**src/design/tcpm_pkg.sv**
```systemverilog
// ----------------------------------------------------------------------------
// tcpm_pkg: shared types and constants of the threshold crossing period meter
// Holds the widths, the controller states and the command and status structs.
// ----------------------------------------------------------------------------
package tcpm_pkg;

   localparam int TimeWidth  = 48;
   localparam int ValWidth   = 32;
   localparam int FracWidth  = 32;
   localparam int NumState   = 5;
   localparam int NumAux     = NumState - 1;
   localparam int DivCntWidth = $clog2(FracWidth + 1);

   typedef enum logic [2:0] {
      ST_IDLE,
      ST_DIV,
      ST_MUL,
      ST_ACC,
      ST_OUT
   } state_type;

   typedef struct packed {
      logic load;       // capture a new sample and run the crossing check
      logic div_step;   // one restoring divide step
      logic mul;        // register partial products
      logic acc;        // form interpolated results
      logic commit;     // update history and last crossing time
   } cmd_type;

   typedef struct packed {
      logic crossing;   // registered crossing flag of the captured sample
      logic div_done;
   } status_type;

endpackage

```
**src/design/tcpm_ctrl.sv**
```systemverilog
// ----------------------------------------------------------------------------
// tcpm_ctrl: sequencer of the threshold crossing period meter
// Steps the datapath through capture, division, products and output.
// ----------------------------------------------------------------------------
module tcpm_ctrl
   import tcpm_pkg::*;
(
   input  logic       clock,
   input  logic       reset,
   input  logic       req_valid,
   output logic       req_ready,
   output logic       rsp_valid,
   input  logic       rsp_ready,
   input  status_type status,
   output cmd_type    cmd
);

   state_type state_ff, state_in;

   always_ff @(posedge clock) begin
      if (reset) begin
         state_ff <= ST_IDLE;
      end else begin
         state_ff <= state_in;
      end
   end

   always_comb begin
      state_in  = state_ff;
      cmd       = '0;
      req_ready = 1'b0;
      rsp_valid = 1'b0;
      case (state_ff)
         ST_IDLE: begin
            req_ready = 1'b1;
            if (req_valid) begin
               cmd.load = 1'b1;
               state_in = ST_DIV;
            end
         end
         ST_DIV: begin
            if (!status.crossing) begin
               cmd.commit = 1'b1;
               state_in   = ST_IDLE;
            end else if (status.div_done) begin
               state_in = ST_MUL;
            end else begin
               cmd.div_step = 1'b1;
            end
         end
         ST_MUL: begin
            cmd.mul  = 1'b1;
            state_in = ST_ACC;
         end
         ST_ACC: begin
            cmd.acc  = 1'b1;
            state_in = ST_OUT;
         end
         ST_OUT: begin
            rsp_valid = 1'b1;
            if (rsp_ready) begin
               cmd.commit = 1'b1;
               state_in   = ST_IDLE;
            end
         end
         default: state_in = ST_IDLE;
      endcase
   end

endmodule

```
**config.mk**
```make
export PLATFORM = sky130hd
export DESIGN_NAME = tcpm_ctrl
export DESIGN_NICKNAME = d
export VERILOG_FILES = /design/src/design/tcpm_pkg.sv /design/src/design/tcpm_ctrl.sv
export SDC_FILE = /design/constraint.sdc
export NUM_CORES = 1
export LEC_CHECK = 0
export BUFFER_PORTS_ARGS = -buffer_cell sky130_fd_sc_hd__buf_2
export CAP_MARGIN = 20
export CORE_AREA = 2 2 39 41
export DETAILED_ROUTE_END_ITERATION = 10
export DIE_AREA = 0 0 41 43
export SETUP_SLACK_MARGIN = 0.15
export SYNTH_ARGS = -nofsm -noshare
export SYNTH_HDL_FRONTEND = slang
export SYNTH_SLANG_ARGS = --single-unit
export TNS_END_PERCENT = 50
```
**constraint.sdc**
```tcl
create_clock -name clock -period 2 [get_ports clock]
set_input_delay 0.2 -clock clock [delete_from_list [all_inputs] [get_ports clock]]
set_output_delay 0.2 -clock clock [all_outputs]
set_load 0.01 [all_outputs]
```
**Word level (Yosys, flattened, before mapping)**

Cells that the tools add are included.

- Register bits after elaboration: 3
- Bits of input ports: 6
- Output and inout bits: 7
- Word-level logic and storage cells: 27

- Eq/ne operators: 7
- Multiplexer cells: 17
- Reductions and logical operators: 2

Operator list:

| operator | number |
|---|---|
| $pmux 3 s5 | 1 |
| $mux 3 | 4 |
| $mux 1 | 11 |
| $eq 3x2->1 const B | 2 |
| $ne 2x2->1 const B | 2 |
| $eq 3x1->1 const B | 1 |
| $eq 3x3->1 const B | 1 |
| $logic_not 3->1 | 1 |
| $ne 3x3->1 const B | 1 |
| $reduce_and 3->1 | 1 |
| $pmux 1 s2 | 1 |

**Depth between registers and ports, before layout**

Gate-level depths: netlist of the first run.

- Word-level depth: 3
- Gate-level depth with buffers: 3
- Depth with buffers taken out: 2

**Worst setup path before layout of the first run**

Ideal clock, no wire load.

- Path type: register to output
- From: register state_ff[2]
- To: output cmd[0] (netlist name)
- Arrival time: 1147 ps
- Required time: 1800 ps
- Slack: 653 ps
- Stages on the path, launching flop included: 4
- Buffers on the path: 1
- Path through: dfxtp_1 > clkbuf_1 > or3b_2 > a21oi_1

RTL lines:

| element | line | text |
|---|---|---|
| start: declaration | tcpm_ctrl.sv:18 | `state_type state_ff, state_in;` |
| start signal: assignment | tcpm_ctrl.sv:24 | `state_ff <= state_in;` |
| end: declaration | tcpm_ctrl.sv:15 | `output cmd_type cmd` |

==> impl_results.md, run 1 <==
* Status: finished clean
* Synth cell types at 18
* Routed Antenna Nets at 0
* Setup Fix Bufs, Post-CTS at 0
* Maximum Capacitance Violations at 0
* Cell area after layout at 300 sq um
* Fmax at 583 MHz
* Combinational fraction of design power at ~17%
* Overall Global Routing Usage at just under 8%
* Die height at 43 um
* Placed inst area at ~270 sq um
* Vias at roughly 220
* Hold Crit Depth at 2
* WP data required at between 1500 and 2000 ps
* CTS Buffer Depth at 2
* Switching share of power at 26.2%
* Max-slew violations at 0
* Grt ovf at 0
* Syn Inst Count at 24
* Detailed Route WL at about 520 um
* Register with the highest flop count: state_ff
* Period utilization at 85.7%
* Setup Viol. Count Final at 0
* Sw power at ~0.056 mW
* CP Class: flip-flop to output port
* Post-DP HPWL at roughly 380 um
* Slew headroom at ~77%
* Int Power at 0.158 mW
* Sink of the worst hold path: state_ff[0]
* Cell taking the most area after synthesis: dfxtp_1
* Synth top area cells: dfxtp_1, nor3b_1, a2111oi_2
* DRT Pass-1 Iters at 4
* Clk_skew at slightly above 0.5 ps
* GR peak layer: met1
* Die ar. at approximately 0.0018 sq mm
* Placement Setup Slack at between 500 and 600 ps
* Worst-path clk slew at approximately 40 ps
* Crit Path Max Fanout at 11
* Clock root buffer: clkbuf_4
* Clock power frac at approximately 50%
* Worst VDD drop at between 200 and 250 uV
* Vias in the first global route at roughly 190
* Port Buf Inserts at 12
* Syn_area_per_cell at a little under 9 sq um
* DR WL/cell at 9.85 um
* Worst Tran Pin Value at ~340 ps
* Final hold vios at 0
* Max FFs per register at 3
* Min Tclk post-route at between 1500 and 2000 ps
* CP arrival at about 1500 ps
* # rows at 14
* Initial DRC Count at 5
* Placer Congestion at 0.640
* Layout cells sized above 1 at 48.6%
* Nets@finish at 44
* Met2 Use GR at 7.81%
* Fin util at a little over a fifth
* Reg2reg start: state_ff[1]
* Warnings from Yosys at 0
* # clock sinks at 3
* M1 GR Usage at a little over a tenth
* I/O Pins at 13
* Met3 Use GR at about 7.3%
* First-pass GRT wire length at ~900 um
* Hold_buf cts at 0
* Clock buffer count from CTS at 3
* Chip width at slightly above 40 um
* RR Endpoint: state_ff[0]
* Top cell type's share of synthesized area at 28.7%
* Diodes inserted at 0
* Seq cells post-synth at 3
* CP Launch Point: state_ff[0]
* CP endpoint kind: output port
* Resized cells post-CTS at 0
* HP Class: primary input to flip-flop
* Startpoint types: flip-flop
* Synthesis-to-layout area growth at 43.7%
* Fin Setup TNS at 0 ps
* Pin count of the biggest net entering global routing at 12
* H-tree depth at 1
* Leak at approximately 0.14 nW
* Largest registers: state_ff: 3 flops
* Syn nets at 30
* Vias per cell at ~4.1
* Post-route setup slack at approximately 290 ps
* Pwr dens at just over 700 mW/mm^2
* Clock Latency Late Sink at approximately 230 ps
* Power Total at around 0.21 mW
* Reg power frac at 33.3%
* DRC violations left at 0
* Reg2reg path depth at 2
* Seq/Total Area, Yosys at 28.7%
* Mapped Area at 209 sq um
* Worst R2R Setup Slack at 710 ps
* Hold Crit Start: reset
* Core Box Area at ~0.0014 sq mm
* Initial Util at about 15%
* Initial antenna violation count at 0
* CTS tree: yes
* Unrepaired setup endpoints after global routing: false
-- cell type report --
class | instances | area [sq um]
Multi-Input combinational cell | 17 | 130
Fill cell | 155 | 1080
Sequential cell | 3 | 60.1
Timing Repair Buffer | 12 | 60.1
Clock buffer | 4 | 26.3
Tap cell | 16 | 20.0
Inverter | 1 | 3.75
-- cell families after synthesis --
group	Yosys count	share of synthesized area, %
simple gates	13	44.9
compound gates	4	17.4
buf+inv	4	8.98
flops	3	28.7
-- worst max-delay path, stage by stage (launching register included) --
cell and delay, ps:
dfxtp_1 510, or3b_2 480, a21oi_1 150, buf_2 140
-- layout by cell type (no fill, tap or decap) --
cell type and count:
a21oi_1 1, clkbuf_4 3, a2111oi_2 1, nor3_1 2, nand3b_1 1, dfxtp_1 3
nand4b_1 1, nor3b_1 3, or2b_1 1, a22o_1 1, and3b_2 1, or3b_1 1
or3b_2 1, buf_2 12, and2_1 1, inv_1 1, nor2_1 1, clkbuf_1 1
a211oi_1 1
-- stage by stage --
stage | cells | hold WS, ps
2_1_floorplan | 24 | 269
3_3_place_gp | 49 | 424
3_5_place_dp | 49 | 430
4_1_cts | 53 | 177
5_1_grt | 53 | 181
6_report | 53 | 184
-- worst max path at each step --
stage                     endpoint  slack [ps]  cells after the start
after floorplan             cmd[0]         650                      3
after global placement      cmd[0]         570                      3
after detailed placement    cmd[0]         530                      3
after CTS                   cmd[0]         270                      3
after global routing        cmd[0]         180                      3
final                       cmd[0]         290                      3
-- layer usage --
| metal | vias up | part of all wire, % | wire length (um) |
|---|---|---|---|
| met2 | 12 | 37 | 192 |
| met3 | 0 | 14 | 71 |
| met5 | - | 0 | 0 |
| met1 | 91 | 49 | 258 |
| li1 | 115 | - | - |
| met4 | 0 | 0 | 0 |
-- synthesized netlist by cell type --
cell type	number
or2b_1	1
a2111oi_2	1
nor2_1	1
and2_1	1
a211oi_1	1
or3b_1	1
buf_4	1
or3b_2	1
dfxtp_1	3
and3b_2	1
a21oi_1	1
nand4b_1	1
nand3b_1	1
inv_1	1
nor3_1	2
nor3b_1	3
clkbuf_1	2
a22o_1	1
-- power by group through the flow --
stage | Clock, mW | Combinational (mW) | Sequential [mW]
finish | 0.107 | 0.0353 | 0.0710
global route | 0.120 | 0.0388 | 0.0719
CTS | 0.114 | 0.0360 | 0.0710
detailed placement | 0 | 0.0358 | 0.0719
global placement | 0 | 0.0356 | 0.0710
floorplan | 0 | 0.0256 | 0.0659
No activity file was read; power rests on OpenSTA's default activity.
==> inputs of run 2 (changes only) <==
BUFFER_PORTS_ARGS = default   (was -buffer_cell sky130_fd_sc_hd__buf_2)
DONT_BUFFER_PORTS = 1   (was default)
==> impl_results.md, run 2 (synthesized netlist as in run 1, its figures left out) <==
* Status: finished clean
* Overall Global Routing Usage at 7.12% (-0.79 points)
* CP arrival at 1490 ps (-20 ps)
* Hold_buf cts at 0 (unchanged)
* Unrepaired setup endpoints after global routing: false
* Fmax at 593 MHz (+1.6%)
* Nets@finish at 32 (-27%)
* RR Endpoint: state_ff[0]
* CTS tree: yes
* Slew headroom at 69.1% (-8.2 points)
* Largest registers: state_ff: 3 flops
* DRC violations left at 0 (unchanged)
* Worst VDD drop at 217 uV (-6.3%)
* Cell area after layout at 240 sq um (-20%)
* Detailed Route WL at 504 um (-3.4%)
* Setup Fix Bufs, Post-CTS at 0 (unchanged)
* CP endpoint kind: output port
* CTS Buffer Depth at 2 (unchanged)
* Resized cells post-CTS at 0 (unchanged)
* Initial antenna violation count at 0 (unchanged)
* Setup Viol. Count Final at 0 (unchanged)
* Min Tclk post-route at 1690 ps (-27.0 ps)
* Diodes inserted at 0 (unchanged)
* Die ar. at 0.00176 sq mm (unchanged)
* Crit Path Max Fanout at 11 (unchanged)
* Hold Crit Depth at 1 (-1)
* Final hold vios at 0 (unchanged)
* Max FFs per register at 3 (unchanged)
* Pwr dens at 838 mW/mm^2 (+18%)
* Reg2reg path depth at 2 (unchanged)
* CP Launch Point: state_ff[0]
* Vias in the first global route at 157 (-17%)
* Placer Congestion at 0.568 (-11%)
* Core Box Area at 0.00138 sq mm (unchanged)
* Worst Tran Pin Value at 462 ps (+122 ps)
* Hold Crit Start: reset
* Leak at 0.0807 nW (-40%)
* Die height at 43 um (unchanged)
* Most frequent cells in the layout: nor3b_1, clkbuf_4, dfxtp_1
* Reg2reg start: state_ff[1]
* HP Class: primary input to flip-flop
* Vias per cell at 4.63 (+13%)
* Initial Util at 15.1% (unchanged)
* First-pass GRT wire length at 710 um (-21%)
* Layout cells sized above 1 at 24.0% (-25 points)
* CP Class: flip-flop to output port
* Synthesis-to-layout area growth at 15.0%
* Maximum Capacitance Violations at 0 (unchanged)
* Startpoint types: flip-flop
* Max-slew violations at 0 (unchanged)
* Clk_skew at 8.55 ps (+8.04 ps)
* Fin Setup TNS at 0 ps (unchanged)
* Initial DRC Count at 3 (-2)
* Register with the highest flop count: state_ff
* Placed inst area at 214 sq um (-22%)
* Port Buf Inserts at 0 (-12)
* DRT Pass-1 Iters at 4 (unchanged)
* # clock sinks at 3 (unchanged)
* Pin count of the biggest net entering global routing at 12 (unchanged)
* Routed Antenna Nets at 0 (unchanged)
* Period utilization at 84.3% (-1.3 points)
* Chip width at 41 um (unchanged)
* I/O Pins at 13 (unchanged)
* Worst R2R Setup Slack at 700 ps (about the same)
* Clock buffer count from CTS at 3 (unchanged)
* # rows at 14 (unchanged)
* Grt ovf at 0 (unchanged)
* Post-DP HPWL at 361 um (-6.1%)
* DR WL/cell at 12.3 um (+25%)
* Clock root buffer: clkbuf_4
* Sink of the worst hold path: state_ff[1]
* Worst-path clk slew at 40 ps (about the same)
* Vias at 190 (-13%)
* WP data required at 1800 ps (about the same)
* Clock Latency Late Sink at 240 ps (about the same)
* H-tree depth at 1 (unchanged)
-- run 2: cell types whose count changed in the layout (fill, tap and decap cells not counted), sizes merged --
cell	delta
buf	-12
-- run 2: layer usage --
layer	share of wire, %	track usage, %
met1	45	8.01
met2	39	6.56
met3	14	5.24
met4	1.4	10.0
met5	0	0
-- run 2: worst max path at each step --
| stage | endpoint | slack [ps] | cells after the start |
|---|---|---|---|
| global placement | cmd[0] | 580 | 2 |
| CTS | cmd[0] | 310 | 2 |
| detailed placement | cmd[0] | 560 | 2 |
| global route | cmd[0] | 220 | 2 |
| floorplan | cmd[0] | 650 | 3 |
| finish | cmd[0] | 310 | 2 |
-- run 2: cell type report --
cell class / count / area [sq um]
Tap cell: 16 / 20.0
Clock buffer: 4 / 26.3
Fill cell: 149 / 1140
Inverter: 1 / 3.75
Multi-Input combinational cell: 17 / 130
Sequential cell: 3 / 60.1
-- run 2: metrics by stage --
| stage | total power [mW] | cells | util, % | setup WS, ps | hold slack [ps] |
|---|---|---|---|---|---|
| 4_1_cts | 0.206 | 41 | 17.4 | 313 | 28.4 |
| 6_report | 0.201 | 41 | 17.4 | 313 | 36.4 |
| 3_5_place_dp | 0.0938 | 37 | 15.5 | 564 | 275 |
| 5_1_grt | 0.215 | 41 | 17.4 | 220 | 22.3 |
| 3_3_place_gp | 0.0936 | 37 | 15.5 | 584 | 274 |
| 2_1_floorplan | 0.0916 | 24 | - | 653 | 269 |
-- run 2: power breakdown --
part           switching (mW)  internal [mW]  total (mW)
registers             0.00771         0.0633      0.0710
clock network          0.0333         0.0749       0.108
logic                  0.0111         0.0111      0.0222
-- run 2: worst max-delay path, cell delays in order (launching register included) --
cell	delay [ps]
dfxtp_1	510
or3b_2	480
a21oi_1	270
==> inputs of run 3 (changes only) <==
clock period = 1.5 ns   (was 2 ns; I/O delays follow)
==> impl_results.md, run 3 (synthesized netlist as in run 1, its figures left out) <==
* Unrepaired setup endpoints after global routing: true
* CP arrival at 1220 ps (-270 ps)
* Crit Path Max Fanout at 2 (-9)
* Maximum Capacitance Violations at 0 (unchanged)
* Routed Antenna Nets at 0 (unchanged)
* Min Tclk post-route at 1370 ps
* Setup Viol. Count Final at 0 (unchanged)
* Critical path's top delay family: simple AND/OR/NAND/NOR gates
* Fmax at 727 MHz
* Post-route setup slack at 125 ps (-188 ps)
* WP data required at 1350 ps (-450 ps)
* Final hold vios at 0 (unchanged)
* # clock sinks at 3 (unchanged)
* Overall Global Routing Usage at 7.52% (+0.39 points)
* Pin count of the biggest net entering global routing at 11 (-1)
* Synthesis-to-layout area growth at 53.3%
* Clock Latency Late Sink at 230 ps (about the same)
* CP Class: flip-flop to output port
* Most common cell after layout, fill and taps aside: buf_4
* DR WL/cell at 11.0 um (-10%)
* Initial DRC Count at 3 (unchanged)
* H-tree depth at 1 (unchanged)
* Startpoint types: flip-flop
* Die height at 43 um (unchanged)
* Slew headroom at 69.2% (+0.12 points)
* Placed inst area at 244 sq um (+14%)
* Vias per cell at 4.56 (-1.5%)
* Fin util at 23.1% (+5.8 points)
* Largest registers: state_ff: 3 flops
* Cells along the critical path: or3b_4, nor3b_2, buf_4
* Detailed Route WL at 529 um (+5.0%)
* DRT Pass-1 Iters at 2 (-2)
* Worst R2R Setup Slack at 230 ps (-470 ps)
* Period utilization at between 90% and 100%
* Worst VDD drop at 265 uV (+22%)
* Clock buffer count from CTS at 3 (unchanged)
* Most frequent cells in the layout: buf_4, clkbuf_4
* Vias at 219 (+15%)
* CP endpoint kind: output port
* Max-slew violations at 0 (unchanged)
* I/O Pins at 13 (unchanged)
* Placed cells at 41 (+11%)
* Placer Congestion at 0.639 (+13%)
* Layout cells sized above 1 at 50.0% (+26 points)
* Power Total at 0.284 mW (+41%)
* Cell area after layout at 320 sq um (+33%)
* CTS tree: yes
* Die ar. at 0.00176 sq mm (unchanged)
* Diodes inserted at 0 (unchanged)
* HP Class: primary input to flip-flop
* Pwr dens at 886 mW/mm^2 (+5.7%)
* Grt ovf at 0 (unchanged)
* Placement Setup Slack at 201 ps (-362 ps)
* Leak at 0.121 nW (+50%)
* Register with the highest flop count: state_ff
* Worst-path clk slew at 40 ps (about the same)
* # rows at 14 (unchanged)
* Fin Setup TNS at 0 ps (unchanged)
* CTS Buffer Depth at 2 (unchanged)
* Status: finished clean
* Initial Util at 15.1% (unchanged)
* Clock root buffer: clkbuf_4
* WHS at 97.8 ps (+61.4 ps)
* First-pass GRT wire length at 814 um (+15%)
* CP max stage delay at 370 ps (-140 ps)
* Initial antenna violation count at 0 (unchanged)
* Max FFs per register at 3 (unchanged)
* Slowest CP cell: or3b_4
* Worst Tran Pin Value at 460 ps (-1.81 ps)
* Filler-free cell count of the finished design at 48 (+17%)
* Chip width at 41 um (unchanged)
* Vias in the first global route at 201 (+28%)
* Nets@finish at 39 (+22%)
* Buffers & Inverters on Critical Path at 1 (+1)
* Clk_skew at 1.16 ps (-7.39 ps)
* DRC violations left at 0 (unchanged)
* Port Buf Inserts at 0 (unchanged)
* Core Box Area at 0.00138 sq mm (unchanged)
-- run 3: cell types whose count changed in the layout (fill, tap and decap cells not counted), sizes merged --
cell / delta
dlygate4sd3: +1
buf: +6
-- run 3: cell type report --
cell class,count,area [sq um]
fill,151,1060
multi-input combinational,17,151
sequential,3,63.8
timing repair buffer,7,55.1
clock buffer,4,26.3
tap,16,20.0
inverter,1,3.75
-- run 3: worst paths after layout --
| kind | to | startpoint | depth (start not counted) |
|---|---|---|---|
| setup / recovery | cmd[3] | state_ff[1] | 3 |
| hold / removal | state_ff[2] | reset | 2 |
| setup reg to reg | state_ff[0] | state_ff[1] | 3 |
| hold reg to reg | state_ff[1] | state_ff[2] | 2 |
-- run 3: power by group --
group	internal [mW]	switching [mW]
sequential	0.0834	0.00179
clock	0.0995	0.0382
combinational	0.0330	0.0279
-- run 3: what timing repair did --
item / CTS / global route
resized for setup: 5 / 2
pin swaps: 2 / 2
gates cloned: 0 / 0
setup buffers: 2 / 0
hold buffers: 1 / 0
setup endpoints to repair: 2 / 4
hold endpoints to repair: 2 / 0
-- run 3: metal layers --
| metal | part of all wire, % | global-route usage (%) | wire length (um) |
|---|---|---|---|
| met2 | 44 | 8.75 | 232 |
| met4 | 0 | 4.00 | 0 |
| met5 | 0 | 0 | 0 |
| met3 | 12 | 7.33 | 65 |
| met1 | 44 | 8.63 | 231 |
